--- src/rtl/core/sv39_page_walk_lookup_update_macros.svh ---
// Assertion macros shared by the Sv39 walker RTL.
// Used by sv39pw_step and sv39pw_outq; no other dependencies.
`ifndef SV39_PAGE_WALK_LOOKUP_UPDATE_MACROS_SVH
`define SV39_PAGE_WALK_LOOKUP_UPDATE_MACROS_SVH

// Same-cycle implication, disabled while reset is low.
`define SV39PW_ASSERT_NOW(lbl, clk, rstn, ante, cons) \
  lbl: assert property (@(posedge clk) disable iff (!rstn) (ante) |-> (cons)) \
    else $error("sv39pw check failed");

// Next-cycle implication, disabled while reset is low.
`define SV39PW_ASSERT_NEXT(lbl, clk, rstn, ante, cons) \
  lbl: assert property (@(posedge clk) disable iff (!rstn) (ante) |=> (cons)) \
    else $error("sv39pw check failed");

`endif

--- src/rtl/core/sv39pw_pkg.sv ---
// Types, codes and helpers for the Sv39 page walker.
// No dependencies; used by every other file of the block but the assertion macro header.
`default_nettype none

package sv39pw_pkg;

  localparam int unsigned VA_W   = 39;
  localparam int unsigned PPN_W  = 44;
  localparam int unsigned PERM_W = 10;
  localparam int unsigned PA_W   = 56;
  localparam int unsigned PTE_W  = 64;
  localparam int unsigned IDX_W  = 9;

  localparam int unsigned OUTQ_DEPTH = 4;
  localparam int unsigned OUTQ_PTR_W = $clog2(OUTQ_DEPTH);
  localparam int unsigned OUTQ_CNT_W = $clog2(OUTQ_DEPTH + 1);

  // input opcodes
  localparam logic [1:0] OP_LOOKUP = 2'd0;
  localparam logic [1:0] OP_UPDATE = 2'd1;
  localparam logic [1:0] OP_RESP   = 2'd2;

  // result kinds
  localparam logic [1:0] KIND_READ   = 2'd0;
  localparam logic [1:0] KIND_WRITE  = 2'd1;
  localparam logic [1:0] KIND_FINISH = 2'd2;

  // status codes
  localparam logic [1:0] ST_OK        = 2'd0;
  localparam logic [1:0] ST_MISSING   = 2'd1;
  localparam logic [1:0] ST_SUPERPAGE = 2'd2;
  localparam logic [1:0] ST_LEAF_INV  = 2'd3;

  typedef enum logic [3:0] {
    PH_IDLE = 4'b0001,
    PH_L2   = 4'b0010,
    PH_L1   = 4'b0100,
    PH_LEAF = 4'b1000
  } phase_e;

  typedef struct packed {
    logic [1:0]        opcode;
    logic [VA_W-1:0]   virt_addr;
    logic [PPN_W-1:0]  target_ppn;
    logic [PERM_W-1:0] perm_bits;
    logic [PTE_W-1:0]  read_data;
  } item_t;

  typedef struct packed {
    logic [1:0]       kind;
    logic [PA_W-1:0]  phys_addr;
    logic [PTE_W-1:0] write_data;
    logic [1:0]       status;
    logic             last;
  } res_t;

  // results pushed into the output queue in one cycle (0..2)
  typedef struct packed {
    logic [1:0] cnt;
    res_t       r0;
    res_t       r1;
  } push_t;

  // entry address: table base plus 8 * index
  function automatic logic [PA_W-1:0] slot_addr(input logic [PA_W-1:0] base,
                                                input logic [IDX_W-1:0] idx);
    slot_addr = base + {{(PA_W-IDX_W-3){1'b0}}, idx, 3'b000};
  endfunction

  // base of the next table from a non-leaf entry
  function automatic logic [PA_W-1:0] next_base(input logic [PTE_W-1:0] pte);
    next_base = {pte[PPN_W+9:10], 12'h000};
  endfunction

endpackage

`default_nettype wire

--- src/rtl/core/sv39pw_req_if.sv ---
// Request / memory response channel of the Sv39 walker.
// Depends on sv39pw_pkg for field widths.
`default_nettype none

interface sv39pw_req_if;
  logic                           valid;
  logic                           ready;
  logic [1:0]                     opcode;
  logic [sv39pw_pkg::VA_W-1:0]    virt_addr;
  logic [sv39pw_pkg::PPN_W-1:0]   target_ppn;
  logic [sv39pw_pkg::PERM_W-1:0]  perm_bits;
  logic [sv39pw_pkg::PTE_W-1:0]   read_data;

  modport source (output valid, opcode, virt_addr, target_ppn, perm_bits, read_data,
                  input ready);
  modport sink (input valid, opcode, virt_addr, target_ppn, perm_bits, read_data,
                output ready);
endinterface

`default_nettype wire

--- src/rtl/core/sv39pw_res_if.sv ---
// Result channel of the Sv39 walker: memory requests and walk completions.
// Depends on sv39pw_pkg for field widths.
`default_nettype none

interface sv39pw_res_if;
  logic                          valid;
  logic                          ready;
  logic [1:0]                    kind;
  logic [sv39pw_pkg::PA_W-1:0]   phys_addr;
  logic [sv39pw_pkg::PTE_W-1:0]  write_data;
  logic [1:0]                    status;
  logic                          last;

  modport source (output valid, kind, phys_addr, write_data, status, last,
                  input ready);
  modport sink (input valid, kind, phys_addr, write_data, status, last,
                output ready);
endinterface

`default_nettype wire

--- src/rtl/core/sv39pw_cfg_if.sv ---
// Configuration write channel: root table PPN.
// Depends on sv39pw_pkg for the data width.
`default_nettype none

interface sv39pw_cfg_if;
  logic                          valid;
  logic                          ready;
  logic [sv39pw_pkg::PPN_W-1:0]  data;

  modport source (output valid, data, input ready);
  modport sink (input valid, data, output ready);
endinterface

`default_nettype wire

--- src/rtl/core/sv39pw_step.sv ---
// Walker core: input item register, walk state and per-item result logic.
// Depends on sv39pw_pkg and the assertion macro header.
`default_nettype none
`include "sv39_page_walk_lookup_update_macros.svh"

module sv39pw_step (
  input  wire logic                         clk_i,
  input  wire logic                         rst_ni,
  input  wire logic                         in_valid_i,
  output logic                              in_ready_o,
  input  wire sv39pw_pkg::item_t            in_item_i,
  input  wire logic                         cfg_we_i,
  input  wire logic [sv39pw_pkg::PPN_W-1:0] cfg_data_i,
  input  wire logic                         room_i,
  output sv39pw_pkg::push_t                 push_o
);

  logic                           item_vld_q, item_vld_d;
  sv39pw_pkg::item_t              item_q;
  logic                           fire;
  logic [sv39pw_pkg::PPN_W-1:0]   root_q;
  sv39pw_pkg::phase_e             phase_q, phase_d;
  logic                           is_upd_q, is_upd_d;
  logic [sv39pw_pkg::VA_W-1:0]    vaddr_q, vaddr_d;
  logic [sv39pw_pkg::PPN_W-1:0]   tppn_q, tppn_d;
  logic [sv39pw_pkg::PERM_W-1:0]  perm_q, perm_d;
  logic [sv39pw_pkg::PA_W-1:0]    leaf_q, leaf_d;
  logic [sv39pw_pkg::PA_W-1:0]    nbase;
  logic [sv39pw_pkg::PA_W-1:0]    leaf_new;
  sv39pw_pkg::push_t              push;

  assign fire       = item_vld_q && room_i;
  assign in_ready_o = !item_vld_q || fire;
  assign item_vld_d = (in_valid_i && in_ready_o) ? 1'b1 : (fire ? 1'b0 : item_vld_q);

  assign nbase    = sv39pw_pkg::next_base(item_q.read_data);
  assign leaf_new = sv39pw_pkg::slot_addr(nbase, vaddr_q[20:12]);

  always_comb begin
    phase_d  = phase_q;
    is_upd_d = is_upd_q;
    vaddr_d  = vaddr_q;
    tppn_d   = tppn_q;
    perm_d   = perm_q;
    leaf_d   = leaf_q;
    push     = '0;
    if (fire) begin
      case (item_q.opcode)
        sv39pw_pkg::OP_LOOKUP, sv39pw_pkg::OP_UPDATE: begin
          if (phase_q == sv39pw_pkg::PH_IDLE) begin
            is_upd_d = (item_q.opcode == sv39pw_pkg::OP_UPDATE);
            vaddr_d  = item_q.virt_addr;
            tppn_d   = item_q.target_ppn;
            perm_d   = item_q.perm_bits;
            phase_d  = sv39pw_pkg::PH_L2;
            push.cnt          = 2'd1;
            push.r0.kind      = sv39pw_pkg::KIND_READ;
            push.r0.phys_addr = sv39pw_pkg::slot_addr({root_q, 12'h000},
                                                      item_q.virt_addr[38:30]);
            push.r0.last      = 1'b1;
          end
        end
        sv39pw_pkg::OP_RESP: begin
          case (phase_q)
            sv39pw_pkg::PH_L2, sv39pw_pkg::PH_L1: begin
              push.cnt     = 2'd1;
              push.r0.last = 1'b1;
              if (!item_q.read_data[0]) begin
                phase_d        = sv39pw_pkg::PH_IDLE;
                push.r0.kind   = sv39pw_pkg::KIND_FINISH;
                push.r0.status = sv39pw_pkg::ST_MISSING;
              end else if (|item_q.read_data[3:1]) begin
                phase_d        = sv39pw_pkg::PH_IDLE;
                push.r0.kind   = sv39pw_pkg::KIND_FINISH;
                push.r0.status = sv39pw_pkg::ST_SUPERPAGE;
              end else if (phase_q == sv39pw_pkg::PH_L2) begin
                phase_d           = sv39pw_pkg::PH_L1;
                push.r0.kind      = sv39pw_pkg::KIND_READ;
                push.r0.phys_addr = sv39pw_pkg::slot_addr(nbase, vaddr_q[29:21]);
              end else begin
                leaf_d            = leaf_new;
                push.r0.phys_addr = leaf_new;
                if (is_upd_q) begin
                  phase_d      = sv39pw_pkg::PH_LEAF;
                  push.r0.kind = sv39pw_pkg::KIND_READ;
                end else begin
                  phase_d      = sv39pw_pkg::PH_IDLE;
                  push.r0.kind = sv39pw_pkg::KIND_FINISH;
                end
              end
            end
            sv39pw_pkg::PH_LEAF: begin
              phase_d = sv39pw_pkg::PH_IDLE;
              push.r0.phys_addr = leaf_q;
              if (!item_q.read_data[0]) begin
                push.cnt       = 2'd1;
                push.r0.kind   = sv39pw_pkg::KIND_FINISH;
                push.r0.status = sv39pw_pkg::ST_LEAF_INV;
                push.r0.last   = 1'b1;
              end else begin
                // write the new leaf, then report completion
                push.cnt           = 2'd2;
                push.r0.kind       = sv39pw_pkg::KIND_WRITE;
                push.r0.write_data = {{(sv39pw_pkg::PTE_W-sv39pw_pkg::PPN_W
                                        -sv39pw_pkg::PERM_W){1'b0}}, tppn_q, perm_q};
                push.r1.kind       = sv39pw_pkg::KIND_FINISH;
                push.r1.phys_addr  = leaf_q;
                push.r1.status     = sv39pw_pkg::ST_OK;
                push.r1.last       = 1'b1;
              end
            end
            default: begin
              // idle: a stray response is dropped
            end
          endcase
        end
        default: begin
          // undefined opcode: dropped
        end
      endcase
    end
  end

  assign push_o = push;

  always_ff @(posedge clk_i or negedge rst_ni) begin
    if (!rst_ni) begin
      item_vld_q <= 1'b0;
      root_q     <= '0;
      phase_q    <= sv39pw_pkg::PH_IDLE;
      is_upd_q   <= 1'b0;
      vaddr_q    <= '0;
      tppn_q     <= '0;
      perm_q     <= '0;
      leaf_q     <= '0;
    end else begin
      item_vld_q <= item_vld_d;
      if (cfg_we_i) begin
        root_q <= cfg_data_i;
      end
      phase_q  <= phase_d;
      is_upd_q <= is_upd_d;
      vaddr_q  <= vaddr_d;
      tppn_q   <= tppn_d;
      perm_q   <= perm_d;
      leaf_q   <= leaf_d;
    end
  end

  always_ff @(posedge clk_i) begin
    if (in_valid_i && in_ready_o) begin
      item_q <= in_item_i;
    end
  end

  `SV39PW_ASSERT_NOW(a_two_only_at_leaf, clk_i, rst_ni, fire && push.cnt == 2'd2,
                     phase_q == sv39pw_pkg::PH_LEAF)
  `SV39PW_ASSERT_NOW(a_idle_resp_dropped, clk_i, rst_ni,
                     fire && item_q.opcode == sv39pw_pkg::OP_RESP
                     && phase_q == sv39pw_pkg::PH_IDLE, push.cnt == 2'd0)
  `SV39PW_ASSERT_NEXT(a_req_starts_walk, clk_i, rst_ni,
                      fire && phase_q == sv39pw_pkg::PH_IDLE
                      && (item_q.opcode == sv39pw_pkg::OP_LOOKUP
                          || item_q.opcode == sv39pw_pkg::OP_UPDATE),
                      phase_q == sv39pw_pkg::PH_L2)
  `SV39PW_ASSERT_NEXT(a_stall_holds_item, clk_i, rst_ni, item_vld_q && !room_i,
                      item_vld_q && $stable(item_q))

endmodule

`default_nettype wire

--- src/rtl/core/sv39pw_outq.sv ---
// Result queue: takes up to two results a cycle, hands out one a cycle while the consumer is ready.
// Depends on sv39pw_pkg and the assertion macro header.
`default_nettype none
`include "sv39_page_walk_lookup_update_macros.svh"

module sv39pw_outq (
  input  wire logic               clk_i,
  input  wire logic               rst_ni,
  input  wire sv39pw_pkg::push_t  push_i,
  output logic                    room_o,
  output logic                    out_valid_o,
  input  wire logic               out_ready_i,
  output sv39pw_pkg::res_t        out_res_o
);

  sv39pw_pkg::res_t                    entry_q [sv39pw_pkg::OUTQ_DEPTH];
  logic [sv39pw_pkg::OUTQ_PTR_W-1:0]   head_q, head_d;
  logic [sv39pw_pkg::OUTQ_PTR_W-1:0]   tail_q, tail_d;
  logic [sv39pw_pkg::OUTQ_PTR_W-1:0]   tail_p1;
  logic [sv39pw_pkg::OUTQ_CNT_W-1:0]   cnt_q, cnt_d;
  logic                                pop;

  // room for the largest burst one item can cause
  assign room_o      = cnt_q <= sv39pw_pkg::OUTQ_CNT_W'(sv39pw_pkg::OUTQ_DEPTH - 2);
  assign out_valid_o = cnt_q != '0;
  assign out_res_o   = entry_q[head_q];
  assign pop         = out_valid_o && out_ready_i;
  assign tail_p1     = tail_q + 1'b1;

  assign head_d = head_q + sv39pw_pkg::OUTQ_PTR_W'(pop);
  assign tail_d = tail_q + sv39pw_pkg::OUTQ_PTR_W'(push_i.cnt);
  assign cnt_d  = cnt_q + sv39pw_pkg::OUTQ_CNT_W'(push_i.cnt)
                - sv39pw_pkg::OUTQ_CNT_W'(pop);

  always_ff @(posedge clk_i or negedge rst_ni) begin
    if (!rst_ni) begin
      head_q <= '0;
      tail_q <= '0;
      cnt_q  <= '0;
    end else begin
      head_q <= head_d;
      tail_q <= tail_d;
      cnt_q  <= cnt_d;
    end
  end

  always_ff @(posedge clk_i) begin
    if (push_i.cnt != 2'd0) begin
      entry_q[tail_q] <= push_i.r0;
    end
    if (push_i.cnt == 2'd2) begin
      entry_q[tail_p1] <= push_i.r1;
    end
  end

  `SV39PW_ASSERT_NOW(a_push_has_room, clk_i, rst_ni, push_i.cnt != 2'd0, room_o)
  `SV39PW_ASSERT_NOW(a_cnt_bound, clk_i, rst_ni, 1'b1,
                     cnt_q <= sv39pw_pkg::OUTQ_CNT_W'(sv39pw_pkg::OUTQ_DEPTH))
  `SV39PW_ASSERT_NEXT(a_pop_drains, clk_i, rst_ni, pop && push_i.cnt == 2'd0,
                      cnt_q == $past(cnt_q) - 1'b1)

endmodule

`default_nettype wire

--- src/rtl/core/sv39_page_walk_lookup_update.sv ---
// Top level of the Sv39 page walker (lookup and update).
// Depends on sv39pw_pkg, the three channel interfaces, sv39pw_step, sv39pw_outq.
//
//   channel   dir  payload                                          accepted when
//   in_bus    in   opcode, virt_addr, target_ppn, perm_bits, read   valid && ready
//   out_bus   out  kind, phys_addr, write_data, status, last        valid && ready
//   cfg_bus   in   data = root_table_ppn                            valid && ready
//
// One item per cycle while the result queue has room: an accepted item is held
// in the input register, its results are formed there and enter the result
// queue together. Results reach out_bus once the item has passed the input
// register and been written into the result queue, which drives out_bus directly.
// The 4-entry result queue admits an item only with two free slots, so an
// update completion (two results) can stall input under steady flow.
// Asynchronous active-low reset empties the queue and returns the walk to idle.
// cfg_bus is always ready; write it only while the walker is idle.
`default_nettype none

module sv39_page_walk_lookup_update (
  input  wire logic      clk_i,
  input  wire logic      rst_ni,
  sv39pw_req_if.sink     in_bus,
  sv39pw_res_if.source   out_bus,
  sv39pw_cfg_if.sink     cfg_bus
);

  sv39pw_pkg::item_t  in_item;
  sv39pw_pkg::push_t  push;
  sv39pw_pkg::res_t   out_res;
  logic               room;
  logic               in_ready;
  logic               out_valid;

  assign in_item.opcode     = in_bus.opcode;
  assign in_item.virt_addr  = in_bus.virt_addr;
  assign in_item.target_ppn = in_bus.target_ppn;
  assign in_item.perm_bits  = in_bus.perm_bits;
  assign in_item.read_data  = in_bus.read_data;
  assign in_bus.ready       = in_ready;

  // root PPN register lives with the walk state
  assign cfg_bus.ready = 1'b1;

  sv39pw_step u_step (
    .clk_i      (clk_i),
    .rst_ni     (rst_ni),
    .in_valid_i (in_bus.valid),
    .in_ready_o (in_ready),
    .in_item_i  (in_item),
    .cfg_we_i   (cfg_bus.valid),
    .cfg_data_i (cfg_bus.data),
    .room_i     (room),
    .push_o     (push)
  );

  sv39pw_outq u_outq (
    .clk_i       (clk_i),
    .rst_ni      (rst_ni),
    .push_i      (push),
    .room_o      (room),
    .out_valid_o (out_valid),
    .out_ready_i (out_bus.ready),
    .out_res_o   (out_res)
  );

  assign out_bus.valid      = out_valid;
  assign out_bus.kind       = out_res.kind;
  assign out_bus.phys_addr  = out_res.phys_addr;
  assign out_bus.write_data = out_res.write_data;
  assign out_bus.status     = out_res.status;
  assign out_bus.last       = out_res.last;

endmodule

`default_nettype wire
--- src/flat_wrapper.sv ---
// flat-port wrapper written by rule: the top's interface ports become plain ports
module sv39_page_walk_lookup_update_flat 
  (clk_i, rst_ni, in_bus_valid, in_bus_opcode, in_bus_virt_addr, in_bus_target_ppn, in_bus_perm_bits, in_bus_read_data, in_bus_ready, out_bus_valid, out_bus_kind, out_bus_phys_addr, out_bus_write_data, out_bus_status, out_bus_last, out_bus_ready, cfg_bus_valid, cfg_bus_data, cfg_bus_ready);
  sv39pw_req_if in_bus_i ();
  sv39pw_res_if out_bus_i ();
  sv39pw_cfg_if cfg_bus_i ();
  input  wire logic clk_i;
  input  wire logic rst_ni;
  input wire logic [$bits(in_bus_i.valid)-1:0] in_bus_valid;
  input wire logic [$bits(in_bus_i.opcode)-1:0] in_bus_opcode;
  input wire logic [$bits(in_bus_i.virt_addr)-1:0] in_bus_virt_addr;
  input wire logic [$bits(in_bus_i.target_ppn)-1:0] in_bus_target_ppn;
  input wire logic [$bits(in_bus_i.perm_bits)-1:0] in_bus_perm_bits;
  input wire logic [$bits(in_bus_i.read_data)-1:0] in_bus_read_data;
  output wire logic [$bits(in_bus_i.ready)-1:0] in_bus_ready;
  output wire logic [$bits(out_bus_i.valid)-1:0] out_bus_valid;
  output wire logic [$bits(out_bus_i.kind)-1:0] out_bus_kind;
  output wire logic [$bits(out_bus_i.phys_addr)-1:0] out_bus_phys_addr;
  output wire logic [$bits(out_bus_i.write_data)-1:0] out_bus_write_data;
  output wire logic [$bits(out_bus_i.status)-1:0] out_bus_status;
  output wire logic [$bits(out_bus_i.last)-1:0] out_bus_last;
  input wire logic [$bits(out_bus_i.ready)-1:0] out_bus_ready;
  input wire logic [$bits(cfg_bus_i.valid)-1:0] cfg_bus_valid;
  input wire logic [$bits(cfg_bus_i.data)-1:0] cfg_bus_data;
  output wire logic [$bits(cfg_bus_i.ready)-1:0] cfg_bus_ready;
  assign in_bus_i.valid = in_bus_valid;
  assign in_bus_i.opcode = in_bus_opcode;
  assign in_bus_i.virt_addr = in_bus_virt_addr;
  assign in_bus_i.target_ppn = in_bus_target_ppn;
  assign in_bus_i.perm_bits = in_bus_perm_bits;
  assign in_bus_i.read_data = in_bus_read_data;
  assign in_bus_ready = in_bus_i.ready;
  assign out_bus_valid = out_bus_i.valid;
  assign out_bus_kind = out_bus_i.kind;
  assign out_bus_phys_addr = out_bus_i.phys_addr;
  assign out_bus_write_data = out_bus_i.write_data;
  assign out_bus_status = out_bus_i.status;
  assign out_bus_last = out_bus_i.last;
  assign out_bus_i.ready = out_bus_ready;
  assign cfg_bus_i.valid = cfg_bus_valid;
  assign cfg_bus_i.data = cfg_bus_data;
  assign cfg_bus_ready = cfg_bus_i.ready;
  sv39_page_walk_lookup_update u_core (.clk_i(clk_i), .rst_ni(rst_ni), .in_bus(in_bus_i), .out_bus(out_bus_i), .cfg_bus(cfg_bus_i));
endmodule
--- config.mk ---
export PLATFORM = sky130hd
export DESIGN_NAME = sv39_page_walk_lookup_update_flat
export DESIGN_NICKNAME = d
export VERILOG_FILES = /design/src/rtl/core/sv39pw_pkg.sv /design/src/rtl/core/sv39pw_req_if.sv /design/src/rtl/core/sv39pw_res_if.sv /design/src/rtl/core/sv39pw_cfg_if.sv /design/src/rtl/core/sv39pw_step.sv /design/src/rtl/core/sv39pw_outq.sv /design/src/rtl/core/sv39_page_walk_lookup_update.sv /design/src/flat_wrapper.sv
export VERILOG_INCLUDE_DIRS = /design/src /design/src/rtl/core
export SDC_FILE = /design/constraint.sdc
export NUM_CORES = 1
export LEC_CHECK = 0
export ABC_AREA = 0
export BUFFER_PORTS_ARGS = -buffer_cell sky130_fd_sc_hd__buf_2
export CORE_MARGIN = 1
export CORE_UTILIZATION = 57
export DETAILED_ROUTE_END_ITERATION = 10
export PLACE_DENSITY = 0.76
export SETUP_SLACK_MARGIN = 0.5
export SLEW_MARGIN = 20
export SYNTH_ARGS = -nofsm -noshare
export SYNTH_HDL_FRONTEND = slang
export SYNTH_SLANG_ARGS = --single-unit
--- constraint.sdc ---
create_clock -name clk_i -period 19.23 [get_ports clk_i]
set_input_delay 4.8075 -clock clk_i [delete_from_list [all_inputs] [get_ports clk_i]]
set_output_delay 4.8075 -clock clk_i [all_outputs]
set_load 0.01 [all_outputs]
Word-level counts from Yosys, hierarchy flattened
Memory sizes are Yosys's and may differ from the RTL's.
Index checks and enable logic that the tools add are counted.
W data, S select, Z words.
Word-level totals
  flip-flop bits (word level): 346
  RAM bits: 500
  bits of input ports: 208
  output and inout bits: 128
  logic and storage cells: 93
  memories kept: 1
Cells by class
  add/sub/neg operators: 8
  $lt $le $gt $ge: 1
  equality and inequality tests: 9
  mux-type cells: 40
  bitwise logic cells: 2
  reduce and logical (&&, ||, !) cells: 16
Memories
  u_core.u_outq.entry_q: words 4, width 125, read ports 1, clocked after memory_dff 0, wr ports 2, line sv39pw_outq.sv:16  | sv39pw_pkg::res_t entry_q [sv39pw_pkg::OUTQ_DEPTH];
Operators by type and width (number)
  $pmux W60 S2: 2
  $mux W58: 4
  $mux W185: 1
  $add A56 B12 Y56: 3
  $mux W56: 3
  $mux W54: 2
  $mux W59: 1
  $mux W4: 6
  $pmux W4 S2: 2
  $mux W1: 11
  $mux W2: 5
  $pmux W3 S2: 1
  $reduce_and A6 Y1: 1
  $reduce_bool A2 Y1: 3
  $eq A2 B2 Y1 const B: 2
  $eq A4 B1 Y1 const B: 1
  $eq A4 B2 Y1 const B: 1
  $eq A4 B3 Y1 const B: 1
  $eq A4 B4 Y1 const B: 1
  $reduce_and A4 Y1: 1
  $reduce_or A2 Y1: 2
  $add A3 B2 Y3: 1
  $le A3 B2 Y1 const B: 1
  $logic_and A1 B1 Y1: 3
  other kinds (16): 17

Longest topological paths before layout
Gate-level depths: netlist of the first run.
  depth after elaboration: 10
  depth in mapped cells: 11
  depth with buffers taken out: 9

Hierarchy
A second synthesis of the first run with hierarchy kept.
Unflattened totals
  cells, all modules: 2366
  area, all modules: 38115.3 µm²
By module, submodules not included
  sv39pw_outq: times used 1, cells an instance 1249, area each 24810.0 µm²
  sv39pw_step: times used 1, cells an instance 1115, area each 13294.0 µm²
  sv39_page_walk_lookup_update: times used 1, cells an instance 2, area each 11.3 µm²

Worst setup path before layout of the first run
OpenSTA, ideal clock, no wires.
  path type: in2reg
  from: in in_bus_valid
  to: reg u_core.u_step.item_q[0] (netlist bit) (enable)
  library setup time: 0.505 ns
  arrival: 7.807 ns
  data required time: 18.725 ns
  path slack: 10.918 ns
  cell stages on the path: 1
  cell sequence: and2_1
On the way
  word-level cells in the longest chain between the ends: 1
RTL lines
  start, declared: line flat_wrapper.sv:9  | input wire logic [$bits(in_bus_i.valid)-1:0] in_bus_valid;
  $logic_and A1 B1 Y1: line sv39pw_step.sv:151  | if (in_valid_i && in_ready_o) begin
  end signal, assigned: line sv39pw_step.sv:152  | item_q <= in_item_i;
  end, declared: line sv39pw_step.sv:19  | sv39pw_pkg::item_t item_q;
Every way passes these cells.
A chain may end at the register's enable or synchronous reset.

Worst setup path in the final report of the first run
  from: reg u_core.u_outq.head_q[0] (netlist bit)
  to: out out_bus_phys_addr[13]
On the way
  word-level cells in the longest chain between the ends: 1
RTL lines
  start, declared: line sv39pw_outq.sv:17  | logic [sv39pw_pkg::OUTQ_PTR_W-1:0] head_q, head_d;
  start signal, assigned: line sv39pw_outq.sv:37  | head_q <= '0;
  start signal, assigned: line sv39pw_outq.sv:41  | head_q <= head_d;
  $mem_v2 Z4 W125
  end, declared: line flat_wrapper.sv:18  | output wire logic [$bits(out_bus_i.phys_addr)-1:0] out_bus_phys_addr;
Every way passes these cells.

==> results.py, run 1 <==
metrics = {
    "clock_tree": {
        "clk_pin_slew_ns": 0.06,
        "cts_sinks": 761,
        "cts_hold_buf": 0,
        "post-cts-setup-buffers": 0,
        "cts-root-buf": "clkbuf_16",
        "cts_buffers": 77,
        "cts_resized": 0,
        "cts_tree": "yes",
        "insertion_delay_ns": 0.61,
        "clockBufferDepth": 3,
        "htreeDepth": 3,
    },
    "detailed_routing": {
        "dr.pass1.iters": 7,
        "ant_nets": 0,
        "route.vias.total": 20900,
        "wl_per_cell_um": 26.0,
        "drc": 0,
        "drt_iter0_markers": 2296,
        "avgViaCountPerCell": 6.65,
        "routed_wl_mm": 81.6,
    },
    "timing": {
        "hold_viol_final": 0,
        "rsz0062_at_grt": "false",
        "tightest_slew_ns": 1.19,
        "setup_tns_ns": 0,
        "skew_ns": 0.0112,
        "setup_viol": 0,
        "finalMaxSlewViolations": 0,
        "maxSlewHeadroom_pct": 20.9,
        "min_period_over_period_pct": 46.1,
        "post-route-min-period_ns": 8.87,
        "fmax_ghz": 0.113,
    },
    "setup_path": {
        "worstSetupPathType": "reg -> out",
        "startpoint_type": "register",
        "required_ns": 14.42,
        "rr_worst_depth": 8,
        "reg2reg_from": "u_core.u_step.phase_q[1]$_DFFE_PN0P_",
        "critical_path.top_delay_family": "buffers and inverters",
        "path_buf_inv": 3,
        "cpMostUsedCell": "buf_4",
        "crit_path_top_delay_cell": "dfrtp_4",
        "crit_cells": 4,
        "rrSetupSlack_ns": 14.79,
        "r2r-end": "u_core.u_outq.entry_q[2][122]$_DFFE_PP_",
        "critPathMaxFanout": 42,
        "cpPeakStageDelay_ns": 0.92,
        "crit_chain": "buf_4 -> buf_4 -> mux4_2 -> buf_2",
        "end_kind": "output port",
        "critPathArrivalTime_ns": 4.06,
    },
    "hold_path": {
        "min_from": "u_core.u_outq.entry_q[0][26]$_SDFFE_PP0N_",
        "holdPathStages": 2,
        "hold_end": "u_core.u_outq.entry_q[0][26]$_SDFFE_PP0N_",
        "hp-class": "reg -> reg",
    },
    "global_routing": {
        "antenna_found_initial": 7,
        "grt_pass1_vias": 21400,
        "grt_pass1_wl_mm": 123,
        "grt_overflow_total": 0,
        "grt_max_degree": 111,
        "grt_use_total_pct": 29.8,
    },
    "layout": {
        "nNetsFinal": 2596,
        "seqCellArea_mm2": 0.0197,
        "nFillCells": 3685,
        "drive_gt1_share_pct": 31.6,
        "fin_util_pct": 66.7,
        "multi_input_area_mm2": 0.0105,
        "area_growth_pct": 14.6,
    },
    "logic_synthesis": {
        "synth_seq_area_share_pct": 63.8,
        "synth_seq_cells": 761,
        "synthDistinctLibCells": 62,
        "yosys-top-cells-area": "edfxtp_1, dfxtp_1, dfrtp_1, mux4_2, mux2_2",
        "synth-main-ff-cell": "edfxtp_1",
        "yosysWarnings": 0,
        "postSynth.asyncResetShare_pct": 23.9,
        "synth-edff-count": 351,
        "synthCells": 2155,
        "netlist.top_cell.by_area": "edfxtp_1",
        "netlist.area_leader.share_pct": 34.2,
        "syn_area_mm2": 0.0308,
        "syn_avg_cell_area_um2": 14.3,
    },
    "floorplanning": {
        "die_y_um": 234,
        "ios": 336,
        "rows": 84,
        "initial_core_util_pct": 58.2,
        "fp.dieArea_mm2": 0.0550,
        "die_width_um": 234,
        "core-area_mm2": 0.0530,
    },
    "power_and_ir_drop": {
        "p_per_area_mw_per_mm2": 105,
        "leakagePower_nw": 12.5,
        "switchingPower_mw": 0.929,
        "swShare_pct": 25.1,
        "p_seq_share_pct": 51.0,
        "pwr-share-clk_pct": 39.2,
        "max-vdd-ir-drop_uv": 98.4,
        "combPwrFrac_pct": 9.8,
        "p_int_mw": 2.77,
    },
    "place": {
        "numPortBuffers": 293,
        "place.gp.congestion": 0.857,
        "dp_hpwl_mm": 44.0,
    },
    "run_status": {
        "status": "finished, final reports clean",
    },
    "job": {
        "drv_cap": 0,
    },
}
==> cell usage after synthesis, drive strengths merged, types with 5 or more instances <==
library cell / number
edfxtp: 351
dfxtp: 228
nand2: 185
dfrtp: 181
o22ai: 178
mux2: 171
a22o: 168
clkbuf: 116
mux4: 112
o21ai: 85
buf: 78
nand3: 68
o2bb2ai: 54
a22oi: 26
a222oi: 20
or2: 18
nor2: 16
mux2i: 11
nor3: 10
inv: 8
nand2b: 7
nand4: 7
and2: 5
nor2b: 5
==> worst min-delay path, stage by stage (launching register included) <==
cell	delay, ns
dfxtp_1	0.31
nand2_1	0.05
o2bb2ai_1	0.05
==> per-layer routing <==
| layer | up-vias | part of all wire (%) | global-route usage, % |
|---|---|---|---|
| met5 | - | 0.016 | 0 |
| met4 | 2 | 3.6 | 13.5 |
| met3 | 205 | 9.1 | 6.56 |
| met2 | 1214 | 49 | 47.0 |
| met1 | 10600 | 39 | 39.7 |
| li1 | 8905 | - | - |
==> registers in the layout (all words and copies together), names as in the netlist, 2 cells and up <==
| signal | flops |
|---|---|
| u_core.u_outq.entry_q | 448 |
| u_core.u_step.item_q | 131 |
| u_core.u_step.leaf_q | 53 |
| u_core.u_step.root_q | 44 |
| u_core.u_step.tppn_q | 44 |
| u_core.u_step.vaddr_q | 18 |
| u_core.u_step.perm_q | 10 |
| u_core.u_step.phase_q | 4 |
| u_core.u_outq.cnt_q | 3 |
| u_core.u_outq.head_q | 2 |
| u_core.u_outq.tail_q | 2 |
==> placed cells by master, fill, tap and decap left out, types with 6 or more instances in the layout <==
master	instances
dfrtp_1	179
conb_1	14
clkinv_1	13
mux2_1	7
or2_2	17
o21ai_0	80
buf_4	35
o2bb2ai_1	54
inv_1	6
mux2_2	164
clkinv_2	13
a22o_1	168
a22oi_1	25
edfxtp_1	351
clkbuf_1	21
a222oi_1	20
dfxtp_1	228
clkbuf_8	11
nand3_1	65
diode_2	8
nand4_1	7
clkbuf_16	82
nand2b_1	7
mux2i_1	11
buf_2	292
nand2_1	181
nor2_1	10
mux4_2	112
o22ai_1	178
nor3_1	8
==> logic make-up after synthesis <==
family                     count (synthesis)  synth area share, %
other                                      2               0.0244
DFF                                      761                 63.8
buffers and inverters                    203                 2.79
adders and majority gates                  5                0.227
AOI/OAI and AO/OA                        547                 13.1
muxes                                    294                 14.8
and+or+nand+nor                          336                 5.07
xor gates and xnor gates                   7                0.199
==> power by group through the flow <==
stage          logic, mW  registers, mW  clock network [mW]
4_1_cts            0.368           1.89                1.47
6_report           0.362           1.89                1.45
2_1_floorplan      0.286           1.85                   0
3_3_place_gp       0.365           1.91                   0
5_1_grt            0.387           1.90                1.53
3_5_place_dp       0.368           1.92                   0
==> how the worst max path moves through the flow <==
stage / startpoint / end / slack (ns)
floorplan: in_bus_valid / u_core.u_step.item_q[0]$_DFFE_PP_ / 10.92
global placement: u_core.u_outq.head_q[0]$_DFF_PN0_ / out_bus_phys_addr[14] / 10.86
CTS: u_core.u_outq.head_q[0]$_DFF_PN0_ / out_bus_phys_addr[13] / 10.19
finish: u_core.u_outq.head_q[0]$_DFF_PN0_ / out_bus_phys_addr[13] / 10.36
detailed placement: u_core.u_outq.head_q[0]$_DFF_PN0_ / out_bus_phys_addr[13] / 10.86
global route: u_core.u_outq.head_q[0]$_DFF_PN0_ / out_bus_phys_addr[13] / 10.0
==> per-stage QoR <==
stage	setup slack [ns]	hold WS [ns]	instances	instance area (um^2)	power (mW)
detailed placement	10.86	0.441	2992	32800	2.29
global route	10.0	0.468	3139	35300	3.82
finish	10.36	0.445	3141	35300	3.70
global placement	10.86	0.432	2991	32800	2.28
floorplan	10.92	0.426	2167	30900	2.14
CTS	10.19	0.449	3133	35300	3.72
==> area by class of cell <==
class	instances	area share [%]
clock inverters	28	0.503
well taps	688	2.44
flip-flops and latches	761	55.7
clock buffers	113	6.43
repair buffers	331	5.02
multi-input cells	1203	29.8
diodes	8	0.0567
inverters	9	0.0957
Power figures use the tool's default switching activity.
==> inputs of run 2 (changes only) <==
clock period = 9.1 ns   (was 19.23 ns; I/O delays follow)
==> run 2 against run 1 <==
Non-clock buffer count is 2 lower. Utilization is 0.42 points higher. Sequential share of layout area is 0.35 points lower. Largest cell class unchanged. First-iteration DRC count is 5.8% higher. Largest power group unchanged. Highest routed layer unchanged. Clock skew is 0.0024 ns higher. Die area stayed put. Clock power is 130% higher. Global-route usage is 0.33 points higher. Via count is 0.84% higher.
==> results.py, run 2 (synthesis gave the netlist of run 1 again) <==
metrics = {
    "floorplanning": {
        "die_width_um": 234,
        "fp.dieArea_mm2": 0.0550,
        "ios": 336,
        "die_y_um": 234,
        "rows": 84,
        "initial_core_util_pct": 58.2,
        "core-area_mm2": 0.0530,
    },
    "layout": {
        "largest_reg_flops": 448,
        "mostFrequentLayoutCell": "edfxtp_1",
        "regMostFlops": "u_core.u_outq.entry_q",
        "final_cell_mix": "edfxtp_1, buf_2, dfxtp_1, nand2_1, dfrtp_1",
        "nNetsFinal": 2595,
        "area_growth_pct": 15.3,
        "fin_util_pct": 67.1,
        "drive_gt1_share_pct": 32.2,
        "largestRegisters": "u_core.u_outq.entry_q: 448 flops, u_core.u_step.item_q: 131 flops, u_core.u_step.leaf_q: 53 flops",
    },
    "run_status": {
        "status": "finished, final reports clean",
    },
    "power_and_ir_drop": {
        "p_per_area_mw_per_mm2": 227,
        "switchingPower_mw": 2.02,
        "p_int_mw": 6.04,
        "pwr-share-clk_pct": 40.8,
        "p_seq_share_pct": 49.3,
        "combPwrFrac_pct": 9.9,
        "leakagePower_nw": 12.6,
        "max-vdd-ir-drop_uv": 263,
        "swShare_pct": 25.1,
    },
    "global_routing": {
        "grt_pass1_wl_mm": 124,
        "grt_util_met1_pct": 39.7,
        "grt-busiest-layer": "met2",
        "grt_overflow_total": 0,
        "grt_use_total_pct": 30.1,
        "met2_usage_pct": 48.2,
        "antenna_found_initial": 7,
        "grt_max_degree": 110,
        "grtUsageMet3_pct": 6.65,
        "grt_pass1_vias": 21600,
    },
    "detailed_routing": {
        "avgViaCountPerCell": 6.70,
        "wl_per_cell_um": 26.3,
        "drt_iter0_markers": 2429,
        "drc": 0,
        "routed_wl_mm": 82.6,
        "ant_nets": 0,
        "route.vias.total": 21100,
        "dr.pass1.iters": 6,
    },
    "setup_path": {
        "worstSetupPathType": "reg -> out",
        "critPathArrivalTime_ns": 3.36,
        "startpoint_type": "register",
        "end_kind": "output port",
        "required_ns": 6.83,
        "r2r-end": "u_core.u_outq.entry_q[2][75]$_DFFE_PP_",
        "rrSetupSlack_ns": 4.70,
        "critPathMaxFanout": 68,
        "rr_worst_depth": 8,
        "reg2reg_from": "u_core.u_step.item_q[0]$_DFFE_PP_",
    },
    "clock_tree": {
        "clockBufferDepth": 3,
        "cts_resized": 0,
        "clk_pin_slew_ns": 0.06,
        "post-cts-setup-buffers": 0,
        "cts_hold_buf": 0,
        "cts_sinks": 761,
        "cts-root-buf": "clkbuf_16",
        "cts_buffers": 78,
        "htreeDepth": 3,
        "cts_tree": "yes",
        "insertion_delay_ns": 0.62,
    },
    "timing": {
        "hold_slack_ns": 0.446,
        "skew_ns": 0.0136,
        "setup_tns_ns": 0,
        "hold_viol_final": 0,
        "finalMaxSlewViolations": 0,
        "rsz0062_at_grt": "false",
        "tightest_slew_ns": 1.15,
        "maxSlewHeadroom_pct": 23.1,
        "min_period_over_period_pct": 62.0,
        "fmax_ghz": 0.177,
        "post-route-min-period_ns": 5.64,
        "setup_viol": 0,
    },
    "job": {
        "drv_cap": 0,
    },
    "place": {
        "numPortBuffers": 293,
        "dp_hpwl_mm": 44.1,
        "place.gp.congestion": 0.847,
    },
    "hold_path": {
        "hold_end": "u_core.u_outq.entry_q[0][51]$_SDFFE_PP0N_",
        "hp-class": "reg -> reg",
        "holdPathStages": 2,
        "min_from": "u_core.u_outq.entry_q[0][51]$_SDFFE_PP0N_",
    },
}
run 2: per-layer routing:
metal | vias to the layer above | share of wire, %
met1 | 10600 | 39
met5 | - | 0.015
li1 | 8927 | -
met4 | 2 | 3.8
met3 | 213 | 9.3
met2 | 1280 | 48
run 2: worst max-delay path by stage:
stage,from,endpoint,cells after the start,slack (ns)
after floorplan,u_core.u_step.phase_q[1]$_DFFE_PN0P_,u_core.u_outq.entry_q[1][0]$_DFFE_PP_,7,1.96
after global placement,u_core.u_outq.head_q[1]$_DFF_PN0_,out_bus_kind[0],3,4.06
after detailed placement,u_core.u_outq.head_q[1]$_DFF_PN0_,out_bus_kind[0],3,4.07
after CTS,u_core.u_outq.head_q[1]$_DFF_PN0_,out_bus_kind[0],3,3.40
after global routing,u_core.u_outq.head_q[1]$_DFF_PN0_,out_bus_kind[0],3,3.38
final,u_core.u_outq.head_q[1]$_DFF_PN0_,out_bus_kind[0],3,3.46
run 2: per-stage QoR:
| stage | std cells | area [um^2] | total power [mW] | setup slack (ns) |
|---|---|---|---|---|
| floorplan | 2167 | 30900 | 4.52 | 1.96 |
| global placement | 2990 | 32800 | 4.82 | 4.06 |
| detailed placement | 2990 | 32800 | 4.85 | 4.07 |
| CTS | 3136 | 35500 | 8.10 | 3.40 |
| global route | 3141 | 35500 | 8.30 | 3.38 |
| finish | 3141 | 35500 | 8.06 | 3.46 |
run 2: area by class of cell:
| class | instances | area [um^2] |
|---|---|---|
| clock inverter | 40 | 370 |
| timing repair buffer | 329 | 1770 |
| antenna | 5 | 12.5 |
| inverter | 9 | 33.8 |
| sequential | 761 | 19700 |
| fill | 3695 | 17400 |
| clock buffer | 106 | 2310 |
| multi-input combinational | 1203 | 10500 |
| tap | 688 | 861 |
run 2: power groups by stage:
stage | Combinational, mW | Sequential, mW | Clock [mW]
2_1_floorplan | 0.605 | 3.92 | 0
3_3_place_gp | 0.783 | 4.04 | 0
3_5_place_dp | 0.801 | 4.05 | 0
4_1_cts | 0.803 | 3.98 | 3.32
5_1_grt | 0.847 | 4.00 | 3.46
6_report | 0.796 | 3.98 | 3.29
run 2: critical path, stage by stage, from the launching register on:
cell and delay [ns]:
dfrtp_4 1.19, buf_4 0.77, mux4_2 0.58, buf_2 0.18
==> inputs of run 3 (changes only) <==
CORE_UTILIZATION = 53   (was 57)
PLACE_DENSITY = 0.74   (was 0.76)
clock period = 4.5 ns   (was 9.1 ns; I/O delays follow)
==> run 3 against run 2 <==
Power up 100%. Clock skew up 0.0027 ns. Die area up 7.5%. Global-route usage down 2.2 points. Via count about the same. Largest cell class unchanged. Highest routed layer is now met4.
==> results.py, run 3 (synthesis gave the netlist of run 1 again) <==
metrics = {
    "power_and_ir_drop": {
        "leakagePower_nw": 12.7,
        "max-vdd-ir-drop_uv": 365,
        "p_per_area_mw_per_mm2": 456,
        "p_total_mw": 16.4,
    },
    "clock_tree": {
        "clockBufferDepth": 3,
        "cts_hold_buf": 0,
        "cts-root-buf": "clkbuf_16",
        "cts_tree": "yes",
        "cts_resized": 0,
        "cts_sinks": 761,
        "insertion_delay_ns": 0.62,
        "htreeDepth": 3,
        "cts_buffers": 79,
        "clk_pin_slew_ns": 0.06,
        "post-cts-setup-buffers": 0,
    },
    "layout": {
        "drive_gt1_share_pct": 32.5,
        "instances_no_fill": 3238,
        "seqCellArea_mm2": 0.0197,
        "final_cell_mix": "edfxtp_1, buf_2, dfxtp_1, nand2_1, dfrtp_1",
        "nFillCells": 4176,
        "regMostFlops": "u_core.u_outq.entry_q",
        "largestRegisters": "u_core.u_outq.entry_q: 448 flops, u_core.u_step.item_q: 131 flops, u_core.u_step.leaf_q: 53 flops",
        "nNetsFinal": 2612,
        "multi_input_area_mm2": 0.0105,
        "area_growth_pct": 16.4,
        "largest_reg_flops": 448,
        "fin_util_pct": 62.3,
        "mostFrequentLayoutCell": "edfxtp_1",
    },
    "setup_path": {
        "cpPeakStageDelay_ns": 0.88,
        "worstSetupPathType": "reg -> out",
        "crit_path_top_delay_cell": "dfrtp_4",
        "crit_start": "u_core.u_outq.head_q[0]$_DFF_PN0_",
        "crit_chain": "buf_4 -> mux4_2 -> buf_2",
        "r2r-end": "u_core.u_outq.entry_q[1][85]$_DFFE_PP_",
        "end_kind": "output port",
        "critPathArrivalTime_ns": 2.67,
        "critPathMaxFanout": 27,
        "rr_worst_depth": 5,
        "rrSetupSlack_ns": 1.12,
        "reg2reg_from": "u_core.u_step.phase_q[2]$_DFFE_PN0P_",
        "required_ns": 3.38,
        "startpoint_type": "register",
    },
    "global_routing": {
        "grt_pass1_vias": 21700,
        "grt_overflow_total": 0,
        "grt_pass1_wl_mm": 125,
        "antenna_found_initial": 8,
        "grt_max_degree": 110,
        "grt_use_total_pct": 27.9,
    },
    "timing": {
        "rsz0062_at_grt": "false",
        "tightest_slew_ns": 1.02,
        "skew_ns": 0.0163,
        "fin_ws_ns": 0.704,
        "hold_viol_final": 0,
        "setup_viol": 0,
        "post-route-min-period_ns": 3.80,
        "maxSlewHeadroom_pct": 31.8,
        "min_period_over_period_pct": 84.3,
        "fmax_ghz": 0.263,
        "setup_tns_ns": 0,
        "finalMaxSlewViolations": 0,
    },
    "place": {
        "place.gp.congestion": 0.851,
        "numPortBuffers": 293,
        "dp_hpwl_mm": 46.8,
        "place_inst": 3083,
        "dp_slack_ns": 1.12,
    },
    "run_status": {
        "status": "finished, final reports clean",
    },
    "job": {
        "drv_cap": 0,
    },
    "hold_path": {
        "hp-class": "reg -> reg",
        "min_from": "u_core.u_outq.entry_q[0][38]$_SDFFE_PP0N_",
        "holdPathStages": 2,
        "hold_end": "u_core.u_outq.entry_q[0][38]$_SDFFE_PP0N_",
    },
    "detailed_routing": {
        "routed_wl_mm": 83.5,
        "drc": 0,
        "ant_nets": 0,
        "route.vias.total": 21000,
        "dr.pass1.iters": 6,
        "avgViaCountPerCell": 6.50,
        "wl_per_cell_um": 25.8,
        "drt_iter0_markers": 2431,
    },
    "floorplanning": {
        "ios": 336,
        "fp.dieArea_mm2": 0.0591,
        "core-area_mm2": 0.0576,
        "die_width_um": 243,
        "initial_core_util_pct": 53.5,
        "die_y_um": 243,
        "rows": 88,
    },
}
==> run 3: stage by stage <==
| step | hold WS (ns) | cell area, um^2 |
|---|---|---|
| after detailed placement | 0.441 | 33200 |
| after global placement | 0.432 | 33200 |
| after global routing | 0.460 | 35900 |
| final | 0.443 | 35900 |
| after floorplan | 0.426 | 30900 |
| after CTS | 0.450 | 35800 |
==> run 3: worst max path at each step <==
stage,slack (ns),to,cells after the start
floorplan,0.79,u_core.u_outq.entry_q[0][0]$_DFFE_PP_,8
global placement,1.23,u_core.u_outq.entry_q[0][48]$_SDFFE_PP0N_,6
detailed placement,1.12,u_core.u_outq.entry_q[1][50]$_SDFFE_PP0N_,5
CTS,0.62,out_bus_phys_addr[55],3
global route,0.58,out_bus_phys_addr[55],3
finish,0.70,out_bus_phys_addr[55],3
==> run 3: report_power, final <==
group          total (mW)  switching, mW  leakage, nW  internal (mW)
Combinational        1.77           1.10         4.38          0.678
Sequential           7.98          0.320         7.01           7.66
Clock                6.62           2.67         1.31           3.95
==> run 3: layout make-up <==
cell class              count  area share (%)
clock inverters            22           0.628
inverters                   9          0.0942
multi-input cells        1203            29.3
diodes                      8          0.0558
repair buffers            345            5.63
clock buffers             125            6.79
flip-flops and latches    761            54.8
well taps                 765            2.67
==> run 3: critical path, delay by kind of cell (launching register included) <==
kind | cells | cell delay [ns]
flops | 1 | 0.88
buf+inv | 2 | 0.56
mux | 1 | 0.59
==> run 3: metal layers <==
| metal | vias to the layer above | part of all wire [%] | global-route usage, % |
|---|---|---|---|
| met2 | 1161 | 49 | 45.6 |
| met3 | 231 | 8.5 | 5.16 |
| met1 | 10700 | 38 | 35.7 |
| met4 | 0 | 4.1 | 14.2 |
| li1 | 8953 | - | - |
| met5 | - | 0 | 0 |
